**config.mk**
```make
export PLATFORM = sky130hd
export DESIGN_NAME = dscl_interp
export DESIGN_NICKNAME = d
export VERILOG_FILES = /design/src/rtl/dscl_pkg.sv /design/src/rtl/dscl_interp.sv
export SDC_FILE = /design/constraint.sdc
export NUM_CORES = 2
export LEC_CHECK = 0
export ABC_AREA = 1
export BUFFER_PORTS_ARGS = -buffer_cell sky130_fd_sc_hd__buf_4
export CAP_MARGIN = 20
export CORE_UTILIZATION = 35
export CTS_BUF_LIST = sky130_fd_sc_hd__clkbuf_4
export DETAILED_ROUTE_END_ITERATION = 10
export MAX_ROUTING_LAYER = met4
export PLACE_DENSITY = 0.61
export SLEW_MARGIN = 40
export SYNTH_ARGS = -nofsm -noshare
export SYNTH_HDL_FRONTEND = slang
export SYNTH_SLANG_ARGS = --single-unit
```
**constraint.sdc**
```tcl
create_clock -name clk -period 11.35 [get_ports clk]
set_input_delay 1.135 -clock clk [delete_from_list [all_inputs] [get_ports clk]]
set_output_delay 1.135 -clock clk [all_outputs]
set_load 0.01 [all_outputs]
```
**src/rtl/dscl_pkg.sv**
```systemverilog
// Package with the calibration curve tables and shared types of the linearizer.
package dscl_pkg;

    localparam int VoltW  = 18;
    localparam int TempW  = 19;
    localparam int TableLen = 120;
    localparam int IdxW   = 7;
    localparam int DropW  = 17;
    localparam int SpanW  = 12;
    localparam int ProdW  = DropW + VoltW;

    // Voltage breakpoint of the curve, in units of 10 uV.
    function automatic logic [VoltW-1:0] volt_bp(input logic [IdxW-1:0] i);
        logic [VoltW-1:0] v;
        case (i)
            7'd0: v = 18'd9062;     7'd1: v = 18'd10191;   7'd2: v = 18'd12547;
            7'd3: v = 18'd14985;    7'd4: v = 18'd17464;   7'd5: v = 18'd19961;
            7'd6: v = 18'd22463;    7'd7: v = 18'd24963;   7'd8: v = 18'd27456;
            7'd9: v = 18'd29941;    7'd10: v = 18'd32416;  7'd11: v = 18'd34881;
            7'd12: v = 18'd37337;   7'd13: v = 18'd39783;  7'd14: v = 18'd42221;
            7'd15: v = 18'd44647;   7'd16: v = 18'd47069;  7'd17: v = 18'd49484;
            7'd18: v = 18'd51892;   7'd19: v = 18'd54294;  7'd20: v = 18'd56690;
            7'd21: v = 18'd59080;   7'd22: v = 18'd61465;  7'd23: v = 18'd63841;
            7'd24: v = 18'd66208;   7'd25: v = 18'd68564;  7'd26: v = 18'd70908;
            7'd27: v = 18'd73238;   7'd28: v = 18'd75554;  7'd29: v = 18'd77855;
            7'd30: v = 18'd80138;   7'd31: v = 18'd82404;  7'd32: v = 18'd84650;
            7'd33: v = 18'd86873;   7'd34: v = 18'd89072;  7'd35: v = 18'd91243;
            7'd36: v = 18'd93383;   7'd37: v = 18'd95487;  7'd38: v = 18'd97550;
            7'd39: v = 18'd98564;   7'd40: v = 18'd99565;  7'd41: v = 18'd100552;
            7'd42: v = 18'd101525;  7'd43: v = 18'd102482; 7'd44: v = 18'd103425;
            7'd45: v = 18'd104353;  7'd46: v = 18'd105267; 7'd47: v = 18'd105629;
            7'd48: v = 18'd105988;  7'd49: v = 18'd106346; 7'd50: v = 18'd106700;
            7'd51: v = 18'd107053;  7'd52: v = 18'd107402; 7'd53: v = 18'd107748;
            7'd54: v = 18'd108093;  7'd55: v = 18'd108436; 7'd56: v = 18'd108781;
            7'd57: v = 18'd109131;  7'd58: v = 18'd109490; 7'd59: v = 18'd109864;
            7'd60: v = 18'd110263;  7'd61: v = 18'd110702; 7'd62: v = 18'd110945;
            7'd63: v = 18'd111212;  7'd64: v = 18'd111517; 7'd65: v = 18'd111896;
            7'd66: v = 18'd112463;  7'd67: v = 18'd113598; 7'd68: v = 18'd115558;
            7'd69: v = 18'd117705;  7'd70: v = 18'd119645; 7'd71: v = 18'd121440;
            7'd72: v = 18'd122314;  7'd73: v = 18'd123184; 7'd74: v = 18'd124053;
            7'd75: v = 18'd124928;  7'd76: v = 18'd125810; 7'd77: v = 18'd126702;
            7'd78: v = 18'd127607;  7'd79: v = 18'd128527; 7'd80: v = 18'd129464;
            7'd81: v = 18'd130422;  7'd82: v = 18'd131403; 7'd83: v = 18'd132412;
            7'd84: v = 18'd133453;  7'd85: v = 18'd134530; 7'd86: v = 18'd135647;
            7'd87: v = 18'd136809;  7'd88: v = 18'd138021; 7'd89: v = 18'd139287;
            7'd90: v = 18'd140615;  7'd91: v = 18'd142013; 7'd92: v = 18'd143488;
            7'd93: v = 18'd145048;  7'd94: v = 18'd146700; 7'd95: v = 18'd148443;
            7'd96: v = 18'd150272;  7'd97: v = 18'd152166; 7'd98: v = 18'd154097;
            7'd99: v = 18'd156027;  7'd100: v = 18'd157928; 7'd101: v = 18'd159782;
            7'd102: v = 18'd160506; 7'd103: v = 18'd161220; 7'd104: v = 18'd161920;
            7'd105: v = 18'd162602; 7'd106: v = 18'd163263; 7'd107: v = 18'd163905;
            7'd108: v = 18'd164529; 7'd109: v = 18'd165134; 7'd110: v = 18'd165721;
            7'd111: v = 18'd166292; 7'd112: v = 18'd166845; 7'd113: v = 18'd167376;
            7'd114: v = 18'd167880; 7'd115: v = 18'd168352; 7'd116: v = 18'd168786;
            7'd117: v = 18'd169177; 7'd118: v = 18'd169521; 7'd119: v = 18'd169812;
            default: v = 18'h3FFFF;
        endcase
        return v;
    endfunction

    // Temperature of the curve at a breakpoint, in millikelvin.
    function automatic logic [TempW-1:0] temp_bp(input logic [IdxW-1:0] i);
        logic [TempW-1:0] t;
        case (i)
            7'd0: t = 19'd475000;  7'd1: t = 19'd470000;  7'd2: t = 19'd460000;
            7'd3: t = 19'd450000;  7'd4: t = 19'd440000;  7'd5: t = 19'd430000;
            7'd6: t = 19'd420000;  7'd7: t = 19'd410000;  7'd8: t = 19'd400000;
            7'd9: t = 19'd390000;  7'd10: t = 19'd380000; 7'd11: t = 19'd370000;
            7'd12: t = 19'd360000; 7'd13: t = 19'd350000; 7'd14: t = 19'd340000;
            7'd15: t = 19'd330000; 7'd16: t = 19'd320000; 7'd17: t = 19'd310000;
            7'd18: t = 19'd300000; 7'd19: t = 19'd290000; 7'd20: t = 19'd280000;
            7'd21: t = 19'd270000; 7'd22: t = 19'd260000; 7'd23: t = 19'd250000;
            7'd24: t = 19'd240000; 7'd25: t = 19'd230000; 7'd26: t = 19'd220000;
            7'd27: t = 19'd210000; 7'd28: t = 19'd200000; 7'd29: t = 19'd190000;
            7'd30: t = 19'd180000; 7'd31: t = 19'd170000; 7'd32: t = 19'd160000;
            7'd33: t = 19'd150000; 7'd34: t = 19'd140000; 7'd35: t = 19'd130000;
            7'd36: t = 19'd120000; 7'd37: t = 19'd110000; 7'd38: t = 19'd100000;
            7'd39: t = 19'd95000;  7'd40: t = 19'd90000;  7'd41: t = 19'd85000;
            7'd42: t = 19'd80000;  7'd43: t = 19'd75000;  7'd44: t = 19'd70000;
            7'd45: t = 19'd65000;  7'd46: t = 19'd60000;  7'd47: t = 19'd58000;
            7'd48: t = 19'd56000;  7'd49: t = 19'd54000;  7'd50: t = 19'd52000;
            7'd51: t = 19'd50000;  7'd52: t = 19'd48000;  7'd53: t = 19'd46000;
            7'd54: t = 19'd44000;  7'd55: t = 19'd42000;  7'd56: t = 19'd40000;
            7'd57: t = 19'd38000;  7'd58: t = 19'd36000;  7'd59: t = 19'd34000;
            7'd60: t = 19'd32000;  7'd61: t = 19'd30000;  7'd62: t = 19'd29000;
            7'd63: t = 19'd28000;  7'd64: t = 19'd27000;  7'd65: t = 19'd26000;
            7'd66: t = 19'd25000;  7'd67: t = 19'd24000;  7'd68: t = 19'd23000;
            7'd69: t = 19'd22000;  7'd70: t = 19'd21000;  7'd71: t = 19'd20000;
            7'd72: t = 19'd19500;  7'd73: t = 19'd19000;  7'd74: t = 19'd18500;
            7'd75: t = 19'd18000;  7'd76: t = 19'd17500;  7'd77: t = 19'd17000;
            7'd78: t = 19'd16500;  7'd79: t = 19'd16000;  7'd80: t = 19'd15500;
            7'd81: t = 19'd15000;  7'd82: t = 19'd14500;  7'd83: t = 19'd14000;
            7'd84: t = 19'd13500;  7'd85: t = 19'd13000;  7'd86: t = 19'd12500;
            7'd87: t = 19'd12000;  7'd88: t = 19'd11500;  7'd89: t = 19'd11000;
            7'd90: t = 19'd10500;  7'd91: t = 19'd10000;  7'd92: t = 19'd9500;
            7'd93: t = 19'd9000;   7'd94: t = 19'd8500;   7'd95: t = 19'd8000;
            7'd96: t = 19'd7500;   7'd97: t = 19'd7000;   7'd98: t = 19'd6500;
            7'd99: t = 19'd6000;   7'd100: t = 19'd5500;  7'd101: t = 19'd5000;
            7'd102: t = 19'd4800;  7'd103: t = 19'd4600;  7'd104: t = 19'd4400;
            7'd105: t = 19'd4200;  7'd106: t = 19'd4000;  7'd107: t = 19'd3800;
            7'd108: t = 19'd3600;  7'd109: t = 19'd3400;  7'd110: t = 19'd3200;
            7'd111: t = 19'd3000;  7'd112: t = 19'd2800;  7'd113: t = 19'd2600;
            7'd114: t = 19'd2400;  7'd115: t = 19'd2200;  7'd116: t = 19'd2000;
            7'd117: t = 19'd1800;  7'd118: t = 19'd1600;  7'd119: t = 19'd1400;
            default: t = 19'd1400;
        endcase
        return t;
    endfunction

    // Segment data handed from the search stages to the interpolation stages.
    typedef struct packed {
        logic             clamp;
        logic [TempW-1:0] t_lo;
        logic [DropW-1:0] drop;
        logic [VoltW-1:0] off;
        logic [SpanW-1:0] span;
    } seg_t;

endpackage

```
**src/rtl/dscl_interp.sv**
```systemverilog
// Interpolation stages: registered multiply, then a pipelined restoring divide.
module dscl_interp (
    input  logic                          clk,
    input  logic                          rst_n,
    input  logic                          adv,
    input  logic                          in_valid,
    input  dscl_pkg::seg_t                in_seg,
    output logic                          out_valid,
    output logic [dscl_pkg::TempW-1:0]    out_temp
);
    localparam int PW = dscl_pkg::ProdW;
    localparam int SW = dscl_pkg::SpanW;
    localparam int QW = dscl_pkg::DropW;
    localparam int Steps = 4;
    localparam int Bps = (QW + Steps - 1) / Steps;
    localparam int QTot = Bps * Steps;

    // Multiply stage.
    logic                        mv_reg;
    logic                        mclamp_reg;
    logic [dscl_pkg::TempW-1:0]  mtlo_reg;
    logic [PW-1:0]               prod_reg;
    logic [SW-1:0]               mspan_reg;

    always_ff @(posedge clk or negedge rst_n)
    begin
        if (!rst_n)
            mv_reg <= 1'b0;
        else if (adv)
            mv_reg <= in_valid;
    end

    always_ff @(posedge clk)
    begin
        if (adv)
        begin
            mclamp_reg <= in_seg.clamp;
            mtlo_reg   <= in_seg.t_lo;
            prod_reg   <= in_seg.drop * in_seg.off;
            mspan_reg  <= in_seg.span;
        end
    end

    // Divide stages; quotient fits in DropW bits since off <= span.
    // The product bits above the quotient range are already below the divisor,
    // so they seed the partial remainder.
    logic                        dv_reg   [Steps];
    logic                        dcl_reg  [Steps];
    logic [dscl_pkg::TempW-1:0]  dtlo_reg [Steps];
    logic [SW-1:0]               dspan_reg[Steps];
    logic [PW-1:0]               dnum_reg [Steps];
    logic [SW:0]                 drem_reg [Steps];
    logic [QTot-1:0]             dq_reg   [Steps];
    logic [PW-1:0]               dnum_next[Steps];
    logic [SW:0]                 drem_next[Steps];
    logic [QTot-1:0]             dq_next  [Steps];

    always_comb
    begin
        logic [PW-1:0]   n;
        logic [SW:0]     r;
        logic [QTot-1:0] q;
        logic [SW-1:0]   d;
        logic [SW+1:0]   t;
        for (int k = 0; k < Steps; k++)
        begin
            if (k == 0)
            begin
                n = prod_reg << (PW - QTot);
                r = (SW+1)'(prod_reg[PW-1:QTot]);
                q = '0;
                d = mspan_reg;
            end
            else
            begin
                n = dnum_reg[k-1];
                r = drem_reg[k-1];
                q = dq_reg[k-1];
                d = dspan_reg[k-1];
            end
            for (int b = 0; b < Bps; b++)
            begin
                t = {r, n[PW-1]};
                n = n << 1;
                if (t >= {2'b00, d})
                begin
                    t = t - {2'b00, d};
                    q = {q[QTot-2:0], 1'b1};
                end
                else
                    q = {q[QTot-2:0], 1'b0};
                r = t[SW:0];
            end
            dnum_next[k] = n;
            drem_next[k] = r;
            dq_next[k]   = q;
        end
    end

    always_ff @(posedge clk or negedge rst_n)
    begin
        if (!rst_n)
        begin
            for (int k = 0; k < Steps; k++)
                dv_reg[k] <= 1'b0;
        end
        else if (adv)
        begin
            dv_reg[0] <= mv_reg;
            for (int k = 1; k < Steps; k++)
                dv_reg[k] <= dv_reg[k-1];
        end
    end

    always_ff @(posedge clk)
    begin
        if (adv)
        begin
            dcl_reg[0]   <= mclamp_reg;
            dtlo_reg[0]  <= mtlo_reg;
            dspan_reg[0] <= mspan_reg;
            for (int k = 0; k < Steps; k++)
            begin
                dnum_reg[k] <= dnum_next[k];
                drem_reg[k] <= drem_next[k];
                dq_reg[k]   <= dq_next[k];
            end
            for (int k = 1; k < Steps; k++)
            begin
                dcl_reg[k]   <= dcl_reg[k-1];
                dtlo_reg[k]  <= dtlo_reg[k-1];
                dspan_reg[k] <= dspan_reg[k-1];
            end
        end
    end

    // Final subtract stage.
    logic                        ov_reg;
    logic [dscl_pkg::TempW-1:0]  ot_reg;

    always_ff @(posedge clk or negedge rst_n)
    begin
        if (!rst_n)
            ov_reg <= 1'b0;
        else if (adv)
            ov_reg <= dv_reg[Steps-1];
    end

    always_ff @(posedge clk)
    begin
        if (adv)
        begin
            if (dcl_reg[Steps-1])
                ot_reg <= dtlo_reg[Steps-1];
            else
                ot_reg <= dtlo_reg[Steps-1]
                          - dscl_pkg::TempW'(dq_reg[Steps-1][QW-1:0]);
        end
    end

    assign out_valid = ov_reg;
    assign out_temp  = ot_reg;

endmodule
```
==> results.cfg <==
[cts]
cts_tree = yes
cts_sinks = 313
numCtsBuffers = 88
root_buffer = clkbuf_4
path_clk_slew_ns = 0.06
clk_path_buf_depth = 3
cts_max_level = 3
insertion_delay_ns = 0.84
cts_hold_buf = 0

[timing]
setup_viol = 0
post-route-min-period_ns = 10.51
finalClockSkew_ns = 0.06885
whs_ns = 0.1516
max_freq_ghz = 0.09517
slew_headroom = 0.4514
slew_viol_final = 0
hold_violations = 0
min_period_over_period = 0.9258
tns_ns = 0
worstMarginPinSlew_ns = 0.8229

[yosys]
synth_edf_count = 307
ys_seq_elements = 313
yosysWarningCount = 0
seq_area_frac_synth = 0.2701
synth_top_flop_cell = edfxtp_1
synthDominantAreaCellType = edfxtp_1
postSynthCellCount = 4245
avgSynthCellArea_um2 = 8.172
synth_area_um2 = 34690
synthArstFlopShare = 0.01917
synth_cell_types = 60
synthTopCellsByArea = edfxtp_1 (27%), fa_1 (15%), ha_1 (13%)
synth_top_area_frac = 0.2658
synth_nets = 4929

[floorplanning]
core_um2 = 98280
io_pins = 91
design.die.area_um2 = 100400
die_h_um = 316.8
die_w_um = 316.8
start_util = 0.3530
placementRows = 115

[grt]
grt_pass1_wl_mm = 141.1
grt-ovfl-total = 0
grt_pass1_vias = 27581
grt_max_degree = 74
antenna_found_initial = 2
grt_usage = 0.1814

[route]
route.vias.total = 27952
route.detailed.drc = 0
dr.pass1.iters = 7
wl_per_cell_um = 15.45
wl_mm = 88.21
antenna_left = 0
viasPerCell = 4.896
drt_iter0_markers = 1660

[placement]
dp_hpwl_mm = 70.00
place_congestion = 0.9515
port_buffers = 90

[setup_path]
required_ns = 11.90
arrival_ns = 11.06
rr_worst_depth = 57
r2r-end = drem_reg[0][0]
r2r-start = mspan_reg[8]
setup.worst_path.start_class = flop
crit_slowest_cell = fa_1
cp_slowest_stage_delay_ns = 0.45
cp_max_fo = 21
regToRegSetupSlack_ns = 0.84
critPathCaptureType = flop
critical_path_class = reg2reg
cpMostUsedCell = nand2_1

[worst_hold_path]
hold_path.class = in2async

[job]
max_cap_violations = 0

[layout]
n_fill_cell = 10032
syn2layout_area_growth_pct = 9.360
largest_reg_flops = 76
final_core_utilization = 0.3860
drive_gt1_frac = 0.09206
nets = 5042

[status]
outcome = finished, final reports clean
[layout by cell type (no fill, tap or decap), types with 15 or more instances in the layout]
| cell type | netlist | layout |
|---|---|---|
| nand2_2 | 29 | 32 |
| o21ai_1 | 42 | 48 |
| clkinv_1 | 0 | 17 |
| inv_1 | 743 | 739 |
| clkbuf_4 | 0 | 119 |
| nor3_1 | 30 | 30 |
| o21ai_2 | 17 | 21 |
| nand3_1 | 153 | 153 |
| nand2_1 | 1103 | 1100 |
| edfxtp_1 | 307 | 307 |
| buf_4 | 5 | 128 |
| xnor2_1 | 81 | 81 |
| o21a_1 | 16 | 16 |
| inv_2 | 13 | 15 |
| nor2_1 | 160 | 159 |
| xor2_1 | 134 | 134 |
| fa_1 | 258 | 258 |
| a21oi_1 | 265 | 264 |
| ha_1 | 355 | 355 |
| o21ai_0 | 204 | 194 |
| o21bai_1 | 21 | 21 |
| a31oi_1 | 19 | 19 |
| nand4_1 | 43 | 43 |
[cells in the mapped netlist (all sizes together) (21+ instances only)]
cell type  instances
inv              759
a21oi            271
xor2             134
o21bai            21
nand4             44
o21ai            264
xnor2             81
fa               258
clkbuf            75
nor3              30
buf               35
nor2             172
edfxtp           307
nand3            169
ha               355
nand2           1147
[kinds of logic after synthesis]
group	after synthesis	share of synthesized area
simple gates	1597	0.1978
flops	313	0.2701
fa+ha+maj	613	0.2769
compound gates	637	0.1027
xor+xnor	215	0.05429
mux	1	0.0003246
buf+inv	869	0.09786
[cell type report]
| type | instances | area, µm² | share of cell area |
|---|---|---|---|
| multi-input combinational | 3065 | 21990 | 0.5796 |
| sequential | 313 | 9369 | 0.2470 |
| inverter | 759 | 2870 | 0.07566 |
| tap | 1287 | 1610 | 0.04245 |
| timing repair buffer | 131 | 1023 | 0.02698 |
| clock buffer | 119 | 893.4 | 0.02355 |
| clock inverter | 34 | 178.9 | 0.004717 |
| antenna | 1 | 2.502 | 0.00006597 |
[layer usage]
metal,wire length [µm],global-route usage
met1,38870,0.2241
met2,43490,0.3120
met3,3800,0.01826
met4,2045,0.05387
met5,0,-
[worst max-delay path by stage]
stage	startpoint	endpoint	slack [ns]
global placement	mspan_reg[1]	drem_reg[0][11]	-0.08
detailed placement	mspan_reg[1]	drem_reg[0][11]	-0.03
CTS	mspan_reg[1]	drem_reg[0][0]	0.11
floorplan	dspan_reg[0][1]	drem_reg[1][4]	1.92
finish	mspan_reg[8]	drem_reg[0][0]	0.84
global route	dspan_reg[1][2]	drem_reg[2][8]	-0.02
[metrics by stage]
stage          cell area, µm²  worst slack [ns]  std cells
2_1_floorplan           34690             1.917       4245
3_3_place_gp            36670          -0.08245       5542
3_5_place_dp            36720          -0.03339       5544
4_1_cts                 37800            0.1117       5697
5_1_grt                 37940          -0.01884       5709
6_report                37940            0.8424       5709
[worst max-delay path: cells and delay by family, from the launching register on]
kind | cells | cell delay, ns
AND/OR/NAND/NOR | 28 | 3.56
adder cells (fa/ha/maj) | 5 | 2.05
buffers and inverters | 7 | 1.00
flip-flops | 1 | 0.40
AO/OA/AOI/OAI | 17 | 3.17
[what timing repair did]
item / 4_1_cts / 5_1_grt
hold endpoints to repair: 0 / 0
resized for setup: 1 / 25
buffers inserted: 0 / 9
pin swaps: 0 / 4
setup endpoints to repair: 13 / 32
gates cloned: 0 / 2
Power is not shown: default switching activity piles up to over one toggle a cycle in this logic, so the estimate is an artifact.
